**config.mk**
```make
export PLATFORM = sky130hd
export DESIGN_NAME = zip_central_directory_parser_flat
export DESIGN_NICKNAME = d
export VERILOG_FILES = /design/src/rtl/zcd_pkg.sv /design/src/rtl/zcd_if.sv /design/src/rtl/zcd_core.sv /design/src/rtl/zcd_rsp_queue.sv /design/src/rtl/zip_central_directory_parser.sv /design/src/flat_wrapper.sv
export SDC_FILE = /design/constraint.sdc
export NUM_CORES = 2
export LEC_CHECK = 0
export BUFFER_PORTS_ARGS = -buffer_cell sky130_fd_sc_hd__buf_2
export CORE_MARGIN = 3
export CORE_UTILIZATION = 50
export CTS_CLUSTER_SIZE = 10
export DETAILED_ROUTE_END_ITERATION = 16
export GPL_ROUTABILITY_DRIVEN = 0
export PLACE_DENSITY_LB_ADDON = 0.1
export SYNTH_ARGS = -nofsm -noshare
export SYNTH_HDL_FRONTEND = slang
export SYNTH_SLANG_ARGS = --single-unit
export TNS_END_PERCENT = 100
```
**constraint.sdc**
```tcl
create_clock -name clock -period 9.25 [get_ports clock]
set_clock_uncertainty 0.15 [all_clocks]
set_input_delay 0.925 -clock clock [delete_from_list [all_inputs] [get_ports clock]]
set_output_delay 0.925 -clock clock [all_outputs]
set_load 0.05 [all_outputs]
```
**src/rtl/zcd_pkg.sv**
```systemverilog
// ----------------------------------------------------------------------------
// zcd_pkg
// Shared types, codes and constants of the zip central directory parser.
// ----------------------------------------------------------------------------
package zcd_pkg;

   // record framing
   localparam logic [31:0] CD_SIGNATURE = 32'h02014b50;
   localparam int          HDR_LEN      = 46;
   localparam logic [7:0]  HIGH_BYTE    = 8'h80;

   // byte positions inside the fixed record
   localparam logic [5:0] POS_SIG    = 6'd0;
   localparam logic [5:0] POS_FLAGS  = 6'd8;
   localparam logic [5:0] POS_METHOD = 6'd10;
   localparam logic [5:0] POS_CRC    = 6'd16;
   localparam logic [5:0] POS_PACKED = 6'd20;
   localparam logic [5:0] POS_PLAIN  = 6'd24;
   localparam logic [5:0] POS_NLEN   = 6'd28;
   localparam logic [5:0] POS_ELEN   = 6'd30;
   localparam logic [5:0] POS_CLEN   = 6'd32;
   localparam logic [5:0] POS_DISK   = 6'd34;
   localparam logic [5:0] POS_OFFSET = 6'd42;
   localparam logic [5:0] POS_LAST   = 6'(HDR_LEN - 1);

   // request commands
   localparam logic CMD_DATA   = 1'b0;
   localparam logic CMD_FINISH = 1'b1;

   // result kinds
   localparam logic [1:0] KIND_NAME   = 2'd0;
   localparam logic [1:0] KIND_ENTRY  = 2'd1;
   localparam logic [1:0] KIND_STATUS = 2'd2;

   // status codes
   localparam logic [2:0] ST_OK       = 3'd0;
   localparam logic [2:0] ST_TRUNC    = 3'd1;
   localparam logic [2:0] ST_RANGE    = 3'd2;
   localparam logic [2:0] ST_NAME     = 3'd3;
   localparam logic [2:0] ST_TRAILING = 3'd4;
   localparam logic [2:0] ST_SHORT    = 3'd5;

   // register indexes
   localparam logic [1:0] CSR_ENTRY_TOTAL = 2'd0;
   localparam logic [1:0] CSR_DIR_SIZE    = 2'd1;
   localparam logic [1:0] CSR_FOLD_SEL    = 2'd2;

   // name modes
   localparam logic [1:0] MODE_EXACT      = 2'd0;
   localparam logic [1:0] MODE_ASCII_ONLY = 2'd2;

   // result queue
   localparam int QUEUE_DEPTH = 4;
   localparam int QUEUE_PTR_W = $clog2(QUEUE_DEPTH);
   localparam int QUEUE_CNT_W = $clog2(QUEUE_DEPTH + 1);

   typedef enum logic [1:0] {
      PHASE_HEADER,
      PHASE_NAME,
      PHASE_SKIP
   } zcd_phase_type;

   typedef struct packed {
      logic [15:0] entry_total;
      logic [31:0] directory_size;
      logic [1:0]  fold_sel;
   } zcd_csr_type;

   typedef struct packed {
      logic [1:0]  kind;
      logic [7:0]  name_byte;
      logic [15:0] entry_index;
      logic [15:0] entry_flags;
      logic [15:0] entry_method;
      logic [31:0] entry_crc;
      logic [31:0] packed_size;
      logic [31:0] plain_size;
      logic [31:0] header_offset;
      logic [2:0]  status;
      logic        last;
   } zcd_result_type;

   typedef struct packed {
      logic [1:0]     count;
      zcd_result_type first;
      zcd_result_type second;
   } zcd_push_type;

   // lower-case fold with backslash to slash
   function automatic logic [7:0] fold_byte(input logic [1:0] mode, input logic [7:0] b);
      logic [7:0] r;
      r = b;
      if (mode != MODE_EXACT) begin
         if (b == 8'h5C) begin
            r = 8'h2F;
         end else if (b >= 8'h41 && b <= 8'h5A) begin
            r = b + 8'h20;
         end
      end
      return r;
   endfunction

endpackage

```
**src/rtl/zcd_if.sv**
```systemverilog
// ----------------------------------------------------------------------------
// zcd_req_if / zcd_rsp_if
// Valid/ready channels carrying requests and results of the parser.
// ----------------------------------------------------------------------------
interface zcd_req_if;
   logic       valid;
   logic       ready;
   logic       command;
   logic [7:0] data_byte;

   modport source(output valid, command, data_byte, input ready);
   modport sink(input valid, command, data_byte, output ready);
endinterface

interface zcd_rsp_if;
   logic        valid;
   logic        ready;
   logic [1:0]  kind;
   logic [7:0]  name_byte;
   logic [15:0] entry_index;
   logic [15:0] entry_flags;
   logic [15:0] entry_method;
   logic [31:0] entry_crc;
   logic [31:0] packed_size;
   logic [31:0] plain_size;
   logic [31:0] header_offset;
   logic [2:0]  status;
   logic        last;

   modport source(output valid, kind, name_byte, entry_index, entry_flags, entry_method,
                  entry_crc, packed_size, plain_size, header_offset, status, last,
                  input ready);
   modport sink(input valid, kind, name_byte, entry_index, entry_flags, entry_method,
                entry_crc, packed_size, plain_size, header_offset, status, last,
                output ready);
endinterface

```
**src/rtl/zcd_core.sv**
```systemverilog
// ----------------------------------------------------------------------------
// zcd_core
// Configuration registers, parse state and the per-byte step logic. Each
// accepted request yields zero, one or two results for the result queue.
// ----------------------------------------------------------------------------
module zcd_core import zcd_pkg::*; (
   input  logic         clock,
   input  logic         reset,
   input  logic         csr_wr_en,
   input  logic [1:0]   csr_index,
   input  logic [31:0]  csr_wr_data,
   input  logic         req_fire,
   input  logic         req_command,
   input  logic [7:0]   req_data_byte,
   output zcd_push_type push
);

   zcd_csr_type   csr_ff;
   zcd_phase_type phase_ff, phase_in;
   logic [31:0]   bp_ff, bp_in;
   logic [5:0]    hp_ff, hp_in;
   logic [15:0]   ed_ff, ed_in;
   logic [17:0]   vl_ff, vl_in;
   logic [15:0]   nl_ff, nl_in;
   logic [2:0]    err_ff, err_in;

   // fixed record fields
   logic [31:0] sig_ff;
   logic [15:0] flags_ff, method_ff;
   logic [31:0] crc_ff, packed_ff, plain_ff, offset_ff;
   logic [15:0] nlen_ff, elen_ff, clen_ff, disk_ff;
   logic [17:0] var_sum_ff;
   logic [16:0] vc_sum_ff;

   logic        is_data, hdr_start, all_done, start_short, range_bad, sig_bad, hdr_last;
   logic        name_bad;
   logic [33:0] rec_end;
   logic [15:0] nl_dec;
   logic [17:0] vl_dec;
   logic        raise, hdr_ok, name_ok, skip_end, hdr_adv, entry_emit, finish_entry;
   logic [2:0]  raise_code, finish_code;
   logic [17:0] entry_vl;
   zcd_result_type base_res, status_res, entry_res, name_res;

   // configuration writes
   always_ff @(posedge clock) begin
      if (reset) begin
         csr_ff <= '0;
      end else if (csr_wr_en) begin
         unique case (csr_index)
            CSR_ENTRY_TOTAL: csr_ff.entry_total    <= csr_wr_data[15:0];
            CSR_DIR_SIZE:    csr_ff.directory_size <= csr_wr_data;
            CSR_FOLD_SEL:    csr_ff.fold_sel       <= csr_wr_data[1:0];
            default: ;
         endcase
      end
   end

   // conditions of the current byte
   assign is_data     = req_fire && (req_command == CMD_DATA) && (err_ff == ST_OK);
   assign hdr_start   = (hp_ff == POS_SIG);
   assign hdr_last    = (hp_ff == POS_LAST);
   assign all_done    = (ed_ff >= csr_ff.entry_total);
   assign start_short = ({1'b0, bp_ff} + 33'(HDR_LEN)) > {1'b0, csr_ff.directory_size};
   assign rec_end     = {2'b00, bp_ff} + 34'd1 + 34'(var_sum_ff);
   assign range_bad   = (rec_end > {2'b00, csr_ff.directory_size}) || (disk_ff != 16'd0);
   assign sig_bad     = (sig_ff != CD_SIGNATURE);
   assign name_bad    = (req_data_byte == 8'd0) ||
                        ((csr_ff.fold_sel >= MODE_ASCII_ONLY) && (req_data_byte >= HIGH_BYTE));
   assign nl_dec      = nl_ff - 16'd1;
   assign vl_dec      = (vl_ff != 18'd0) ? vl_ff - 18'd1 : 18'd0;

   // step decode
   always_comb begin
      raise      = 1'b0;
      raise_code = ST_OK;
      hdr_ok     = 1'b0;
      name_ok    = 1'b0;
      skip_end   = 1'b0;
      if (is_data) begin
         unique case (phase_ff)
            PHASE_HEADER: begin
               if (hdr_start && all_done) begin
                  raise      = 1'b1;
                  raise_code = ST_TRAILING;
               end else if (hdr_start && start_short) begin
                  raise      = 1'b1;
                  raise_code = ST_TRUNC;
               end else if (hdr_last) begin
                  if (sig_bad) begin
                     raise      = 1'b1;
                     raise_code = ST_TRUNC;
                  end else if (range_bad) begin
                     raise      = 1'b1;
                     raise_code = ST_RANGE;
                  end else begin
                     hdr_ok = 1'b1;
                  end
               end
            end
            PHASE_NAME: begin
               if (name_bad) begin
                  raise      = 1'b1;
                  raise_code = ST_NAME;
               end else begin
                  name_ok = 1'b1;
               end
            end
            default: begin
               skip_end = (vl_dec == 18'd0);
            end
         endcase
      end
   end

   assign hdr_adv      = is_data && (phase_ff == PHASE_HEADER) && !raise;
   assign entry_emit   = (hdr_ok && (nlen_ff == 16'd0)) || (name_ok && (nl_dec == 16'd0));
   assign entry_vl     = hdr_ok ? 18'(vc_sum_ff) : vl_ff;
   assign finish_entry = (entry_emit && (entry_vl == 18'd0)) || skip_end;

   // next phase
   always_comb begin
      phase_in = phase_ff;
      unique case (phase_ff)
         PHASE_HEADER: begin
            if (hdr_ok) begin
               if (nlen_ff != 16'd0) begin
                  phase_in = PHASE_NAME;
               end else if (vc_sum_ff != 17'd0) begin
                  phase_in = PHASE_SKIP;
               end
            end
         end
         PHASE_NAME: begin
            if (name_ok && (nl_dec == 16'd0)) begin
               phase_in = (vl_ff != 18'd0) ? PHASE_SKIP : PHASE_HEADER;
            end
         end
         default: begin
            if (skip_end) begin
               phase_in = PHASE_HEADER;
            end
         end
      endcase
   end

   // counters and error state
   always_comb begin
      bp_in  = bp_ff;
      hp_in  = hp_ff;
      ed_in  = ed_ff;
      vl_in  = vl_ff;
      nl_in  = nl_ff;
      err_in = err_ff;
      if (raise) begin
         err_in = raise_code;
      end
      if (is_data && !raise) begin
         bp_in = bp_ff + 32'd1;
      end
      if (hdr_adv) begin
         hp_in = hdr_last ? POS_SIG : hp_ff + 6'd1;
      end
      if (hdr_ok) begin
         nl_in = nlen_ff;
         vl_in = 18'(vc_sum_ff);
      end
      if (name_ok) begin
         nl_in = nl_dec;
      end
      if (is_data && (phase_ff != PHASE_HEADER) && (phase_ff != PHASE_NAME)) begin
         vl_in = vl_dec;
      end
      if (finish_entry) begin
         ed_in = ed_ff + 16'd1;
      end
   end

   always_ff @(posedge clock) begin
      if (reset) begin
         phase_ff <= PHASE_HEADER;
         bp_ff    <= '0;
         hp_ff    <= '0;
         ed_ff    <= '0;
         vl_ff    <= '0;
         nl_ff    <= '0;
         err_ff   <= ST_OK;
      end else begin
         phase_ff <= phase_in;
         bp_ff    <= bp_in;
         hp_ff    <= hp_in;
         ed_ff    <= ed_in;
         vl_ff    <= vl_in;
         nl_ff    <= nl_in;
         err_ff   <= err_in;
      end
   end

   // capture of fixed record bytes, little endian
   always_ff @(posedge clock) begin
      if (hdr_adv) begin
         unique case (hp_ff)
            POS_SIG:              sig_ff[7:0]      <= req_data_byte;
            POS_SIG + 6'd1:       sig_ff[15:8]     <= req_data_byte;
            POS_SIG + 6'd2:       sig_ff[23:16]    <= req_data_byte;
            POS_SIG + 6'd3:       sig_ff[31:24]    <= req_data_byte;
            POS_FLAGS:            flags_ff[7:0]    <= req_data_byte;
            POS_FLAGS + 6'd1:     flags_ff[15:8]   <= req_data_byte;
            POS_METHOD:           method_ff[7:0]   <= req_data_byte;
            POS_METHOD + 6'd1:    method_ff[15:8]  <= req_data_byte;
            POS_CRC:              crc_ff[7:0]      <= req_data_byte;
            POS_CRC + 6'd1:       crc_ff[15:8]     <= req_data_byte;
            POS_CRC + 6'd2:       crc_ff[23:16]    <= req_data_byte;
            POS_CRC + 6'd3:       crc_ff[31:24]    <= req_data_byte;
            POS_PACKED:           packed_ff[7:0]   <= req_data_byte;
            POS_PACKED + 6'd1:    packed_ff[15:8]  <= req_data_byte;
            POS_PACKED + 6'd2:    packed_ff[23:16] <= req_data_byte;
            POS_PACKED + 6'd3:    packed_ff[31:24] <= req_data_byte;
            POS_PLAIN:            plain_ff[7:0]    <= req_data_byte;
            POS_PLAIN + 6'd1:     plain_ff[15:8]   <= req_data_byte;
            POS_PLAIN + 6'd2:     plain_ff[23:16]  <= req_data_byte;
            POS_PLAIN + 6'd3:     plain_ff[31:24]  <= req_data_byte;
            POS_NLEN:             nlen_ff[7:0]     <= req_data_byte;
            POS_NLEN + 6'd1:      nlen_ff[15:8]    <= req_data_byte;
            POS_ELEN:             elen_ff[7:0]     <= req_data_byte;
            POS_ELEN + 6'd1:      elen_ff[15:8]    <= req_data_byte;
            POS_CLEN:             clen_ff[7:0]     <= req_data_byte;
            POS_CLEN + 6'd1:      clen_ff[15:8]    <= req_data_byte;
            POS_DISK:             disk_ff[7:0]     <= req_data_byte;
            POS_DISK + 6'd1:      disk_ff[15:8]    <= req_data_byte;
            POS_OFFSET:           offset_ff[7:0]   <= req_data_byte;
            POS_OFFSET + 6'd1:    offset_ff[15:8]  <= req_data_byte;
            POS_OFFSET + 6'd2:    offset_ff[23:16] <= req_data_byte;
            POS_OFFSET + 6'd3:    offset_ff[31:24] <= req_data_byte;
            default: ;
         endcase
      end
   end

   // variable length sums, settled long before the record's last byte
   always_ff @(posedge clock) begin
      var_sum_ff <= 18'(nlen_ff) + 18'(elen_ff) + 18'(clen_ff);
      vc_sum_ff  <= 17'(elen_ff) + 17'(clen_ff);
   end

   // finish status
   always_comb begin
      if (err_ff != ST_OK) begin
         finish_code = err_ff;
      end else if (all_done) begin
         finish_code = (bp_ff == csr_ff.directory_size) ? ST_OK : ST_TRAILING;
      end else begin
         finish_code = ST_SHORT;
      end
   end

   // result words
   always_comb begin
      base_res             = '0;
      base_res.entry_index = ed_ff;

      status_res        = base_res;
      status_res.kind   = KIND_STATUS;
      status_res.status = (req_command == CMD_FINISH) ? finish_code : raise_code;
      status_res.last   = 1'b1;

      entry_res              = base_res;
      entry_res.kind         = KIND_ENTRY;
      entry_res.entry_flags  = flags_ff;
      entry_res.entry_method = method_ff;
      entry_res.entry_crc    = crc_ff;
      entry_res.packed_size  = packed_ff;
      entry_res.plain_size   = plain_ff;
      // the offset's top byte arrives with the record's last byte
      entry_res.header_offset = (phase_ff == PHASE_HEADER) ?
                                {req_data_byte, offset_ff[23:0]} : offset_ff;
      entry_res.last         = 1'b1;

      name_res           = base_res;
      name_res.kind      = KIND_NAME;
      name_res.name_byte = fold_byte(csr_ff.fold_sel, req_data_byte);
      name_res.last      = (nl_dec != 16'd0);
   end

   // results toward the queue
   always_comb begin
      push.count  = 2'd0;
      push.first  = status_res;
      push.second = entry_res;
      priority if (req_fire && (req_command == CMD_FINISH)) begin
         push.count = 2'd1;
      end else if (raise) begin
         push.count = 2'd1;
      end else if (name_ok) begin
         push.first = name_res;
         push.count = (nl_dec == 16'd0) ? 2'd2 : 2'd1;
      end else if (entry_emit) begin
         push.first = entry_res;
         push.count = 2'd1;
      end else begin
         push.count = 2'd0;
      end
   end

endmodule

```
**src/rtl/zcd_rsp_queue.sv**
```systemverilog
// ----------------------------------------------------------------------------
// zcd_rsp_queue
// Small result queue: takes up to two results per cycle, hands out one.
// Parts the request side from a stalled result side.
// ----------------------------------------------------------------------------
module zcd_rsp_queue import zcd_pkg::*; (
   input  logic           clock,
   input  logic           reset,
   input  zcd_push_type   push,
   input  logic           pop,
   output zcd_result_type head,
   output logic           not_empty,
   output logic           has_room
);

   zcd_result_type         entries_ff [QUEUE_DEPTH];
   logic [QUEUE_PTR_W-1:0] wr_ptr_ff, wr_ptr_in;
   logic [QUEUE_PTR_W-1:0] rd_ptr_ff, rd_ptr_in;
   logic [QUEUE_CNT_W-1:0] count_ff, count_in;
   logic [QUEUE_PTR_W-1:0] wr_next;
   logic                   do_pop;

   assign not_empty = (count_ff != '0);
   assign has_room  = (count_ff <= QUEUE_CNT_W'(QUEUE_DEPTH - 2));
   assign head      = entries_ff[rd_ptr_ff];
   assign do_pop    = pop && not_empty;
   assign wr_next   = wr_ptr_ff + QUEUE_PTR_W'(1);

   // pointer and fill updates
   always_comb begin
      wr_ptr_in = wr_ptr_ff + QUEUE_PTR_W'(push.count);
      rd_ptr_in = do_pop ? rd_ptr_ff + QUEUE_PTR_W'(1) : rd_ptr_ff;
      count_in  = count_ff + QUEUE_CNT_W'(push.count) - QUEUE_CNT_W'(do_pop);
   end

   always_ff @(posedge clock) begin
      if (reset) begin
         wr_ptr_ff <= '0;
         rd_ptr_ff <= '0;
         count_ff  <= '0;
      end else begin
         wr_ptr_ff <= wr_ptr_in;
         rd_ptr_ff <= rd_ptr_in;
         count_ff  <= count_in;
      end
   end

   // result storage
   always_ff @(posedge clock) begin
      if (push.count != 2'd0) begin
         entries_ff[wr_ptr_ff] <= push.first;
      end
      if (push.count == 2'd2) begin
         entries_ff[wr_next] <= push.second;
      end
   end

endmodule

```
**src/rtl/zip_central_directory_parser.sv**
```systemverilog
// Output: results are registered in the four-deep result queue and offered from it.
// Throughput: one request per cycle while the queue has room; the last name byte of an
// entry gives two results, which drain at one per cycle while rsp_if is ready.
// Reset: synchronous, active high; clears configuration, parse state and the queue.
// No clearing pass; requests are taken from the first cycle after reset.
// ----------------------------------------------------------------------------
// zip_central_directory_parser
// Walks a zip central directory one byte per request, checks each record,
// streams normalized name bytes and entry metadata, and reports status.
// ----------------------------------------------------------------------------
module zip_central_directory_parser import zcd_pkg::*; (
   input  logic        clock,
   input  logic        reset,
   input  logic        csr_wr_en,
   input  logic [1:0]  csr_index,
   input  logic [31:0] csr_wr_data,
   zcd_req_if.sink     req_if,
   zcd_rsp_if.source   rsp_if
);

   zcd_push_type   push;
   zcd_result_type head;
   logic           has_room, not_empty, req_fire;

   // request handshake
   assign req_if.ready = has_room;
   assign req_fire     = req_if.valid && has_room;

   zcd_core u_core (
      .clock         (clock),
      .reset         (reset),
      .csr_wr_en     (csr_wr_en),
      .csr_index     (csr_index),
      .csr_wr_data   (csr_wr_data),
      .req_fire      (req_fire),
      .req_command   (req_if.command),
      .req_data_byte (req_if.data_byte),
      .push          (push)
   );

   zcd_rsp_queue u_queue (
      .clock     (clock),
      .reset     (reset),
      .push      (push),
      .pop       (rsp_if.ready),
      .head      (head),
      .not_empty (not_empty),
      .has_room  (has_room)
   );

   // result channel
   assign rsp_if.valid         = not_empty;
   assign rsp_if.kind          = head.kind;
   assign rsp_if.name_byte     = head.name_byte;
   assign rsp_if.entry_index   = head.entry_index;
   assign rsp_if.entry_flags   = head.entry_flags;
   assign rsp_if.entry_method  = head.entry_method;
   assign rsp_if.entry_crc     = head.entry_crc;
   assign rsp_if.packed_size   = head.packed_size;
   assign rsp_if.plain_size    = head.plain_size;
   assign rsp_if.header_offset = head.header_offset;
   assign rsp_if.status        = head.status;
   assign rsp_if.last          = head.last;

endmodule

```
**src/flat_wrapper.sv**
```systemverilog
// flat-port wrapper written by rule: the top's interface ports become plain ports
module zip_central_directory_parser_flat import zcd_pkg::*;
  (clock, reset, csr_wr_en, csr_index, csr_wr_data, req_if_valid, req_if_command, req_if_data_byte, req_if_ready, rsp_if_valid, rsp_if_kind, rsp_if_name_byte, rsp_if_entry_index, rsp_if_entry_flags, rsp_if_entry_method, rsp_if_entry_crc, rsp_if_packed_size, rsp_if_plain_size, rsp_if_header_offset, rsp_if_status, rsp_if_last, rsp_if_ready);
  zcd_req_if req_if_i ();
  zcd_rsp_if rsp_if_i ();
  input  logic clock;
  input  logic reset;
  input  logic csr_wr_en;
  input  logic [1:0] csr_index;
  input  logic [31:0] csr_wr_data;
  input wire logic [$bits(req_if_i.valid)-1:0] req_if_valid;
  input wire logic [$bits(req_if_i.command)-1:0] req_if_command;
  input wire logic [$bits(req_if_i.data_byte)-1:0] req_if_data_byte;
  output wire logic [$bits(req_if_i.ready)-1:0] req_if_ready;
  output wire logic [$bits(rsp_if_i.valid)-1:0] rsp_if_valid;
  output wire logic [$bits(rsp_if_i.kind)-1:0] rsp_if_kind;
  output wire logic [$bits(rsp_if_i.name_byte)-1:0] rsp_if_name_byte;
  output wire logic [$bits(rsp_if_i.entry_index)-1:0] rsp_if_entry_index;
  output wire logic [$bits(rsp_if_i.entry_flags)-1:0] rsp_if_entry_flags;
  output wire logic [$bits(rsp_if_i.entry_method)-1:0] rsp_if_entry_method;
  output wire logic [$bits(rsp_if_i.entry_crc)-1:0] rsp_if_entry_crc;
  output wire logic [$bits(rsp_if_i.packed_size)-1:0] rsp_if_packed_size;
  output wire logic [$bits(rsp_if_i.plain_size)-1:0] rsp_if_plain_size;
  output wire logic [$bits(rsp_if_i.header_offset)-1:0] rsp_if_header_offset;
  output wire logic [$bits(rsp_if_i.status)-1:0] rsp_if_status;
  output wire logic [$bits(rsp_if_i.last)-1:0] rsp_if_last;
  input wire logic [$bits(rsp_if_i.ready)-1:0] rsp_if_ready;
  assign req_if_i.valid = req_if_valid;
  assign req_if_i.command = req_if_command;
  assign req_if_i.data_byte = req_if_data_byte;
  assign req_if_ready = req_if_i.ready;
  assign rsp_if_valid = rsp_if_i.valid;
  assign rsp_if_kind = rsp_if_i.kind;
  assign rsp_if_name_byte = rsp_if_i.name_byte;
  assign rsp_if_entry_index = rsp_if_i.entry_index;
  assign rsp_if_entry_flags = rsp_if_i.entry_flags;
  assign rsp_if_entry_method = rsp_if_i.entry_method;
  assign rsp_if_entry_crc = rsp_if_i.entry_crc;
  assign rsp_if_packed_size = rsp_if_i.packed_size;
  assign rsp_if_plain_size = rsp_if_i.plain_size;
  assign rsp_if_header_offset = rsp_if_i.header_offset;
  assign rsp_if_status = rsp_if_i.status;
  assign rsp_if_last = rsp_if_i.last;
  assign rsp_if_i.ready = rsp_if_ready;
  zip_central_directory_parser u_core (.clock(clock), .reset(reset), .csr_wr_en(csr_wr_en), .csr_index(csr_index), .csr_wr_data(csr_wr_data), .req_if(req_if_i), .rsp_if(rsp_if_i));
endmodule
```
==> out/qor.yml <==
outcome:
  status: "completed"
synthesis:
  synth.net_count: 4316
  netlist_area_um2: 54500
  async_flop_share_pct: 0
  synth_cell_types: 88
  synth_flop_cell: "edfxtp_1"
  yosys_warnings: 0
  syn_inst: 4102
  ys_ff_latch: 1203
  synth_enable_flop_cells: 960
  ys_seq_area_share_pct: 61.9
  avgSynthCellArea_um2: 13.3
sta:
  slew_headroom_pct: 27.9
  fmaxAchievable_mhz: 132
  slew_viol_final: 0
  min_period_ns: 7.56
  fin_crit_sh_pct: 81.7
  setup_viol: 0
  finalSetupTns_ns: 0
  hold_violations: 0
  rsz0062_at_grt: "no"
  worstMarginPinSlew_ns: 1.08
critical_path:
  required_ns: 9.49
  crit_top_cell: "nand4_1"
  cp_max_fo: 42
  critPathArrivalTime_ns: 7.80
  crit_type: "register to register"
  startpoint_type: "register"
  slowest_stage: "nor4_1"
  worst_path_largest_cell_delay_ns: 0.82
  cp.buffers_inverters: 1
  endpoint_kind: "register"
  cp_cell_sequence: "ha_1 > nor2b_1 > o21a_1 > o21ai_0 > a31oi_1 > a221o_1 > a41o_1 > a41oi_1 > a31oi_1 > nand4_1 > xnor2_1 > ha_1 > nand4_1 > nor4_1 > a21boi_0 > o211ai_1 > o211ai_2 > o21ai_1 > nand4_1 > buf_4 > or2_1 > nor4_1 > and2_1"
  path_delay_family: "simple AND/OR/NAND/NOR gates"
cells_and_area:
  final_cells: 5781
  nets: 4521
  final_common_cell: "edfxtp_1"
  layout_common_cells: "960 x edfxtp_1, 381 x and2_1, 251 x nand2_1, 240 x dfxtp_1, 239 x nor2_1"
  drive_gt1_share_pct: 16.0
  syn_to_final_growth_pct: 12.6
clock_network:
  htreeDepth: 4
  clock_path_buffers: 3
  clock_latency_ns: 0.74
  path_clk_slew_ns: 0.05
  cts.sinks: 1203
  cts_tree: "yes"
  cts_inserted_buffers: 142
  post-cts-setup-buffers: 0
  cts-hold-fix-buffers: 0
  clock-root-buffer: "clkbuf_16"
  post_cts_resized: 0
pwr:
  clockPowerShare_pct: 34.9
  netSwitchingFraction_pct: 31.3
  power_density_nw_per_um2: 238
  internal-power_mw: 10.0
  pwr-share-comb_pct: 22.2
  total_leakage_power_nw: 22.2
  power.switching_mw: 4.55
  ir_drop_v: 0.000149
  p_seq_share_pct: 42.9
  p_total_mw: 14.6
die:
  die_area_um2: 113000
  die_w_um: 336
  rows: 120
  initial_core_util_pct: 50.7
  die_h_um: 336
  core_um2: 108000
  io_pins: 240
global_routing:
  grt_pass1_vias: 33500
  grt_overflow_total: 0
  grtUsageTotal_pct: 24.8
  grt_start_max_net_pins: 162
  antenna_found_initial: 4
  grt_pass1_wl_um: 210000
detailed_routing:
  drc_errors: 0
  num_vias: 33500
  first_pass_iters: 5
  first_iter_violations: 3035
  wire_per_inst_um: 24.1
  wirelength_um: 140000
  antenna_left: 0
  viasPerCell: 5.80
place:
  dpl.hpwl_um: 85200
  dp.cells: 5566
  io_buffers: 239
hold_path:
  min_path_type: "primary input to register"
run:
  cap_violations: 0
[final timing paths]
path / start / slack, ns / to / depth (start not counted)
max: u_core.u_core.bp_ff[1] / 1.69 / u_core.u_core.packed_ff[27] / 23
min: csr_wr_data[21] / 0.28 / u_core.u_core.csr_ff[23] / 3
max reg2reg: u_core.u_core.bp_ff[1] / 1.69 / u_core.u_core.packed_ff[27] / 23
min reg2reg: u_core.u_queue.entries_ff[3][189] / 0.29 / u_core.u_queue.entries_ff[3][189] / 2
[power by group through the flow]
| stage | Clock (mW) | Combinational, mW | Sequential [mW] |
|---|---|---|---|
| after CTS | 5.19 | 3.29 | 6.25 |
| after floorplan | 0 | 2.46 | 6.29 |
| final | 5.09 | 3.23 | 6.25 |
| after global routing | 5.39 | 3.39 | 6.27 |
| after detailed placement | 0 | 3.29 | 6.36 |
| after global placement | 0 | 3.29 | 6.35 |
[metal layers]
metal  share of wire, %  global-route usage [%]  vias to the layer above
met2                 48                    40.7                     1019
met1                 44                    34.5                    16900
met3                6.0                    3.89                      194
met4                2.3                    6.82                        0
li1                   -                       -                    15400
met5                  0                       0                        -
[cells in the mapped netlist, types with 119 or more instances]
| cell | instances | area, µm² |
|---|---|---|
| clkbuf_1 | 179 | 672 |
| and2_1 | 381 | 2380 |
| nor2_1 | 239 | 897 |
| edfxtp_1 | 960 | 28800 |
| ha_1 | 146 | 1830 |
| a21oi_1 | 175 | 876 |
| nand2_1 | 254 | 953 |
| xnor2_1 | 119 | 1040 |
| and3_1 | 174 | 1090 |
| mux4_2 | 190 | 4280 |
| inv_1 | 119 | 447 |
| dfxtp_1 | 243 | 4860 |
| nor2b_1 | 177 | 1110 |
[layout make-up]
cell class,instances,area (µm²)
fillers,8690,46200
flip-flops and latches,1203,33700
multi-input cells,2543,19500
clock buffers,198,3900
repair buffers,298,1790
well taps,1403,1760
inverters,119,447
clock inverters,16,230
diodes,1,2.50
[cells by family after synthesis]
kind of cell,after synthesis,share of synthesized area (%)
buffers and inverters,356,2.54
and+or+nand+nor,1572,15.7
muxes,221,8.44
adders and majority gates,166,4.09
xor gates and xnor gates,159,2.56
AOI/OAI and AO/OA,425,4.77
DFF,1203,61.9
[tightest hold or removal path, cell delays in order]
cell	delay [ns]
buf_2	0.09
nand2_1	0.05
a21oi_1	0.05
[registers in the layout, summed over array words and instances (netlist names), 32 cells and up, named ones only]
name	flops
u_core.u_core.packed_ff	32
u_core.u_queue.entries_ff	760
u_core.u_core.offset_ff	32
u_core.u_core.sig_ff	32
u_core.u_core.bp_ff	32
u_core.u_core.plain_ff	32
u_core.u_core.crc_ff	32
u_core.u_core.csr_ff	50
[metrics by stage]
| stage | area (µm²) | utilization, % | hold slack, ns | setup WS, ns |
|---|---|---|---|---|
| after floorplan | 54500 | - | 0.268 | 2.01 |
| after global placement | 57200 | 53.2 | 0.280 | 1.90 |
| final | 61300 | 57.0 | 0.285 | 1.69 |
| after global routing | 61300 | 57.0 | 0.260 | 1.10 |
| after detailed placement | 57200 | 53.2 | 0.287 | 1.77 |
| after CTS | 61300 | 57.0 | 0.231 | 1.73 |
No activity file was read; power rests on OpenSTA's default activity.
